--- config.mk ---
export PLATFORM = sky130hd
export DESIGN_NAME = ddtoi_cell
export DESIGN_NICKNAME = d
export VERILOG_FILES = /design/src/rtl/ddtoi_pkg.sv /design/src/rtl/ddtoi_cell.sv
export SDC_FILE = /design/constraint.sdc
export NUM_CORES = 1
export LEC_CHECK = 0
export BUFFER_PORTS_ARGS = -buffer_cell sky130_fd_sc_hd__buf_2
export CAP_MARGIN = 0
export CORE_MARGIN = 2
export CORE_UTILIZATION = 47
export CTS_BUF_LIST = sky130_fd_sc_hd__clkbuf_8 sky130_fd_sc_hd__clkbuf_16
export DETAILED_ROUTE_END_ITERATION = 8
export GPL_TIMING_DRIVEN = 1
export HOLD_SLACK_MARGIN = 0.1
export MAX_ROUTING_LAYER = met4
export PLACE_DENSITY = 0.72
export SLEW_MARGIN = 20
export SYNTH_ARGS = -nofsm -noshare
export SYNTH_HDL_FRONTEND = slang
export SYNTH_SLANG_ARGS = --single-unit
--- constraint.sdc ---
create_clock -name clk -period 15.1 [get_ports clk]
set_input_delay 3.02 -clock clk [delete_from_list [all_inputs] [get_ports clk]]
set_output_delay 3.02 -clock clk [all_outputs]
set_load 0.01 [all_outputs]
--- src/rtl/ddtoi_pkg.sv ---
// Package for the disc-disc time of impact core: shared widths, types and helpers.
// Depends on nothing; used by the top level, ddtoi_setup and ddtoi_cell.
package ddtoi_pkg;

  localparam int CoordBits     = 24;
  localparam int TimeFracBits  = 16;
  localparam int DiffBits      = CoordBits + 2;          // d and e components
  localparam int ProdBits      = 2 * DiffBits + 2;       // a, b, c
  localparam int TimeBits      = TimeFracBits + 1;
  localparam int StepBits      = TimeFracBits + 1;       // bits of k, one per cell
  // f(t) scaled by s^2 and its slope scaled by s need coef + 2*TimeBits plus headroom.
  localparam int ScaledBits    = ProdBits + 2 * TimeBits + 4;

  typedef logic signed [ProdBits-1:0]   coef_t;
  typedef logic signed [ScaledBits-1:0] scaled_t;

  typedef struct packed {
    logic            valid;
    logic            search;   // quadratic case, bisection still running
    logic            hit;
    logic [TimeBits-1:0] k;
    coef_t           a;
    scaled_t         f;        // a k^2 + b k s + c s^2 at the current k
    scaled_t         slope;    // 2 a k + b s at the current k
  } cell_word_t;

endpackage

--- src/rtl/ddtoi_cell.sv ---
// One bisection cell: tries one bit of the contact time and passes the word on.
// Depends on ddtoi_pkg.
module ddtoi_cell #(
  parameter int BIT = 0
) (
  input  logic                   clk,
  input  logic                   rst,
  input  ddtoi_pkg::cell_word_t  word_in,
  output ddtoi_pkg::cell_word_t  word_out
);

  localparam int TB = ddtoi_pkg::TimeBits;
  localparam int FB = ddtoi_pkg::TimeFracBits;
  localparam int SB = ddtoi_pkg::ScaledBits;

  logic [TB-1:0]           trial;
  ddtoi_pkg::scaled_t      a_ext;
  ddtoi_pkg::scaled_t      slope_try;
  ddtoi_pkg::scaled_t      f_try;
  logic                    take;
  ddtoi_pkg::cell_word_t   word;

  // Bit BIT of k is still clear, so the trial is k + d with d = 2^BIT. Then
  // slope(k + d) = slope(k) + 2 a d and f(k + d) = f(k) + d slope(k) + a d^2,
  // which are shifts and adds only.
  always_comb begin
    trial     = word_in.k | (TB'(1) << BIT);
    a_ext     = SB'(word_in.a);
    slope_try = word_in.slope + (a_ext <<< (BIT + 1));
    f_try     = word_in.f + (word_in.slope <<< BIT) + (a_ext <<< (2 * BIT));
    take      = word_in.search && (trial <= TB'(1 << FB))
              && !(slope_try > 0) && !f_try[SB-1];
    word      = word_in;
    if (take) begin
      word.k     = trial;
      word.f     = f_try;
      word.slope = slope_try;
    end
  end

  always_ff @(posedge clk) begin
    word_out <= word;
    if (rst) begin
      word_out.valid <= 1'b0;
    end
  end

endmodule

[Yosys cells after proc, flatten, opt, wreduce, memory -nomap -nowiden]
Index checks and enable logic that the tools add are counted.
Cells by class
  reductions and logical operators: 5
  order comparisons: 2
  muxes and demuxes: 1
  $add $sub $neg: 3
Operator list (number)
  two-way mux 184 bit: 1
  adder 92 x 54 -> 92 bit: 1
  adder 92 x 55 -> 92 bit: 1
  adder 92 bit: 1
  > comparator 92 x 1 -> 1 bit, second input constant: 1
  <= comparator 17 bit, second input constant: 1
  logical AND 1 bit: 3
  zero test 1 bit: 2
Word-level totals
  bits of input ports: 260
  bits in registers: 258
  output and inout port bits: 258
  word-level logic and storage cells: 19

[Depth between registers and ports, before layout]
  depth after elaboration: 6
  gate-level depth with buffers: 22
  depth with buffers taken out: 20

[Worst setup path before layout]
Ideal clock, no wire load.
  path kind: input -> register
  from: input word_in[1] (netlist bit)
  to: register word_out[51] (netlist bit)
  stages: 20
  data arrival time: 7.725 ns
  slack: 7.251 ns
  buffers on the path: 2
  library setup time: 0.123 ns
  data required time: 14.977 ns
  cells stage by stage: fa_1 > ha_1 > inv_1 > fa_1 > nand2b_1 > a21oi_1 > o22ai_1 > o31ai_1 > a21o_1 > a311o_1 > a31oi_1 > o31ai_1 > mux2_2 > or2_2 > nor4_1 > nand4_1 > o41ai_2 > buf_4 > buf_6 > mux2_1
RTL lines
  start: declaration: RTL line ddtoi_cell.sv:8  | input ddtoi_pkg::cell_word_t word_in,
  end signal: assignment: RTL line ddtoi_cell.sv:42  | word_out <= word;
  end: declaration: RTL line ddtoi_cell.sv:9  | output ddtoi_pkg::cell_word_t word_out

==> flow_metrics.tcl <==
set metrics [dict create \
    setup_viol 0 \
    synthMuxAreaShare 0.0982 \
    drive_gt1_frac 0.221 \
    synthCells 2373 \
    critPathTopFamily "buffers and inverters" \
    top_register "word_out" \
    clock_path_buffers 3 \
    yosysSeqAreaShare 0.248 \
    grt_max_degree 67 \
    die_area_mm2 0.0459 \
    htree_levels 1 \
    power_density_mw_per_mm2 114 \
    maxCapViolCount 0 \
    ctsHoldBuffers 0 \
    cts_buffers 30 \
    fillers 4084 \
    status "completed" \
    viasPerCell 5.91 \
    fmax_mhz 96.7 \
    synth_commonest_cells "259 x a21oi_1, 258 x dfxtp_1, 195 x nand2_1, 180 x ha_1" \
    worst_path_max_delay_cell "a2111oi_1" \
    yosysMostFrequentCell "a21oi_1" \
    max_slew_margin 0.251 \
    power.leakage_nw 10.9 \
    route.detailed.drc 0 \
    largest_reg_flops 258 \
    p_clk_frac 0.273 \
    cts-root-buf "clkbuf_16" \
    synth_top_cell_by_area "dfxtp_1" \
    startpoint_type "input port" \
    hold_start "word_in[246]" \
    nets 3351 \
    slowest_delay_ps 990 \
    yosysWarnings 0 \
    num_vias 20302 \
    die_y_um 214 \
    worstHoldPathCells 1 \
    synth_compound_area_frac 0.200 \
    cts_tree "done" \
    whs_endpoint "word_out[246]" \
    fp.dieW_um 214 \
    rows 77 \
    grt-ovfl-total 0 \
    synth-main-ff-cell "dfxtp_1" \
    clock_sink_count 258 \
    final_hold_viol_count 0 \
    yosys-top-cells-area "dfxtp_1 25%, ha_1 11%, fa_1 9.0%, mux2_1 7.6%, a21oi_1 6.2%" \
    drt-total-wl_um 76200 \
    grt_pass1_vias 20249 \
    io-pin-count 518 \
    crit_arrival_ps 10800 \
    cp.buffers_inverters 4 \
    dp_hpwl_um 63400 \
    fin_setup_tns_ps 0 \
    post_drt_wl_per_cell_um 22.2 \
    endpoint_kind "flip-flop" \
    reg.largest.list "word_out x258" \
    synth_top_area_frac 0.248 \
    critPathRequiredTime_ps 15560 \
    grt_setup_unrepaired "no" \
    initial_core_util 0.473 \
    p_int_mw 1.70 \
    ys_seq_elements 258 \
    p_seq_frac 0.280 \
    period_share 0.685 \
    vdd_drop_max_mv 0.0926 \
    worst_pin_slew_ps 1110 \
    crit_type "in -> reg" \
    cp_cell_sequence "buf_4, buf_4, ha_1, nand2_1, o21ai_1, a2111oi_1, o221ai_1, or3_1, nor4_1, o311ai_0, nor4_1, nand4bb_1, nor4_1, nand4_1, o41ai_4, buf_4, buf_4, mux2_1" \
    cts.clk_slew.worst_paths_ps 60 \
    grt_use_total 0.330 \
    syn-num-nets 2906 \
    antenna_found_initial 1 \
    core_area_mm2 0.0439 \
    avgSynthCellArea_um2 8.76 \
    drt_iter0_markers 1473 \
    port_buffers 517 \
    synthToLayoutAreaGrowth_pct 18.8 \
    swShare 0.395 \
    synthDistinctLibCells 72 \
    synth_top_family_by_area "compound AO/OA/AOI/OAI gates" \
    antenna_left 0 \
    syn_area_mm2 0.0208 \
    p_switching_mw 1.11 \
    first_pass_iters 6 \
    synth_fa_ha_area_frac 0.198 \
    timing.critical_path.from "word_in[237]" \
    place.gp.congestion 0.997 \
    grt_pass1_wl_um 116000 \
    final_util 0.562 \
    post_cts_resized 0 \
    postCtsSetupBuffers 0 \
    fin_crit_ps 10340 \
    cpMostUsedCell "buf_4" \
    synth-edff-count 0 \
    power_frac_comb 0.447 \
    ys_async_sr_fraction 0 \
    crit_fanout 66 \
    synthXorXnorAreaFrac 0.0733 \
    final_max_slew_viol_count 0 \
    hold_class "in -> reg" \
    yosys.area_share.simple 0.145 \
]
## cells in the final DEF (no fill, tap or decap), types with 8 or more instances in the layout
cell type  instances
or3_1             17
buf_2            516
o21a_1            20
a211oi_1          15
buf_4              8
nor2b_1           17
and3_1            12
o21ai_1           10
a21boi_0          12
o31ai_1           12
dfxtp_1          258
mux2_1           141
nand2b_1          19
xor2_1            71
nor4_1            30
a21oi_1          259
mux2i_1           16
nand4_1           76
xnor2_1          103
clkbuf_16         31
or2_2              8
nand2_1          195
a21o_1            78
nand3_1           33
nor2_1           156
a31oi_1           18
fa_1              93
nor3_1            33
ha_1             180
inv_1             65
o21bai_1          31
mux2_2            26
o21ai_0          155
## area by class of cell
cell class / count / area [µm²] / area share
Tap cell: 592 / 741 / 0.0300
Sequential cell: 258 / 5160 / 0.209
Clock buffer: 34 / 817 / 0.0331
Clock inverter: 20 / 226 / 0.00917
Multi-Input combinational cell: 1940 / 14900 / 0.602
Timing Repair Buffer: 524 / 2640 / 0.107
Inverter: 64 / 240 / 0.00973
Antenna cell: 1 / 2.50 / 0.000101
## routing by layer
metal	up-vias	routed length, µm	GRT usage
met2	921	35900	0.542
li1	9523	-	-
met5	-	0	-
met1	9723	32600	0.421
met3	135	5220	0.0448
met4	0	2530	0.105
## worst max-delay path by stage
| stage | end | slack (ps) | cells past startpoint |
|---|---|---|---|
| 2_1_floorplan | word_out[51] | 7250 | 20 |
| 3_3_place_gp | word_out[50] | 3700 | 18 |
| 3_5_place_dp | word_out[143] | 4350 | 18 |
| 4_1_cts | word_out[148] | 4920 | 18 |
| 5_1_grt | word_out[72] | 4390 | 18 |
| 6_report | word_out[148] | 4760 | 18 |
## through the flow
step | instance area [µm²] | cells | worst slack, ps | hold slack (ps) | power [mW]
2_1_floorplan | 20800 | 2373 | 7250 | 3050 | 1.61
3_3_place_gp | 23600 | 3378 | 3700 | 3120 | 2.03
3_5_place_dp | 23600 | 3378 | 4350 | 3120 | 2.03
4_1_cts | 24700 | 3432 | 4920 | 2510 | 2.81
5_1_grt | 24700 | 3433 | 4390 | 2510 | 2.97
6_report | 24700 | 3433 | 4760 | 2530 | 2.81
## power groups by stage
stage	clock network [mW]	logic, mW	registers, mW
after global placement	0	1.23	0.802
after detailed placement	0	1.23	0.801
final	0.769	1.26	0.788
after floorplan	0	0.775	0.838
after global routing	0.807	1.37	0.793
after CTS	0.782	1.24	0.788
## cells by family (layout without fill, tap and decap cells)
| family | after synthesis | after routing |
|---|---|---|
| mux | 183 | 183 |
| compound gates | 683 | 683 |
| xor+xnor | 174 | 174 |
| fa+ha+maj | 273 | 273 |
| flops | 258 | 258 |
| buf+inv | 175 | 642 |
| simple gates | 627 | 627 |
| other cells | 0 | 1 |
Note: power is estimated with default switching activity, not from simulation.
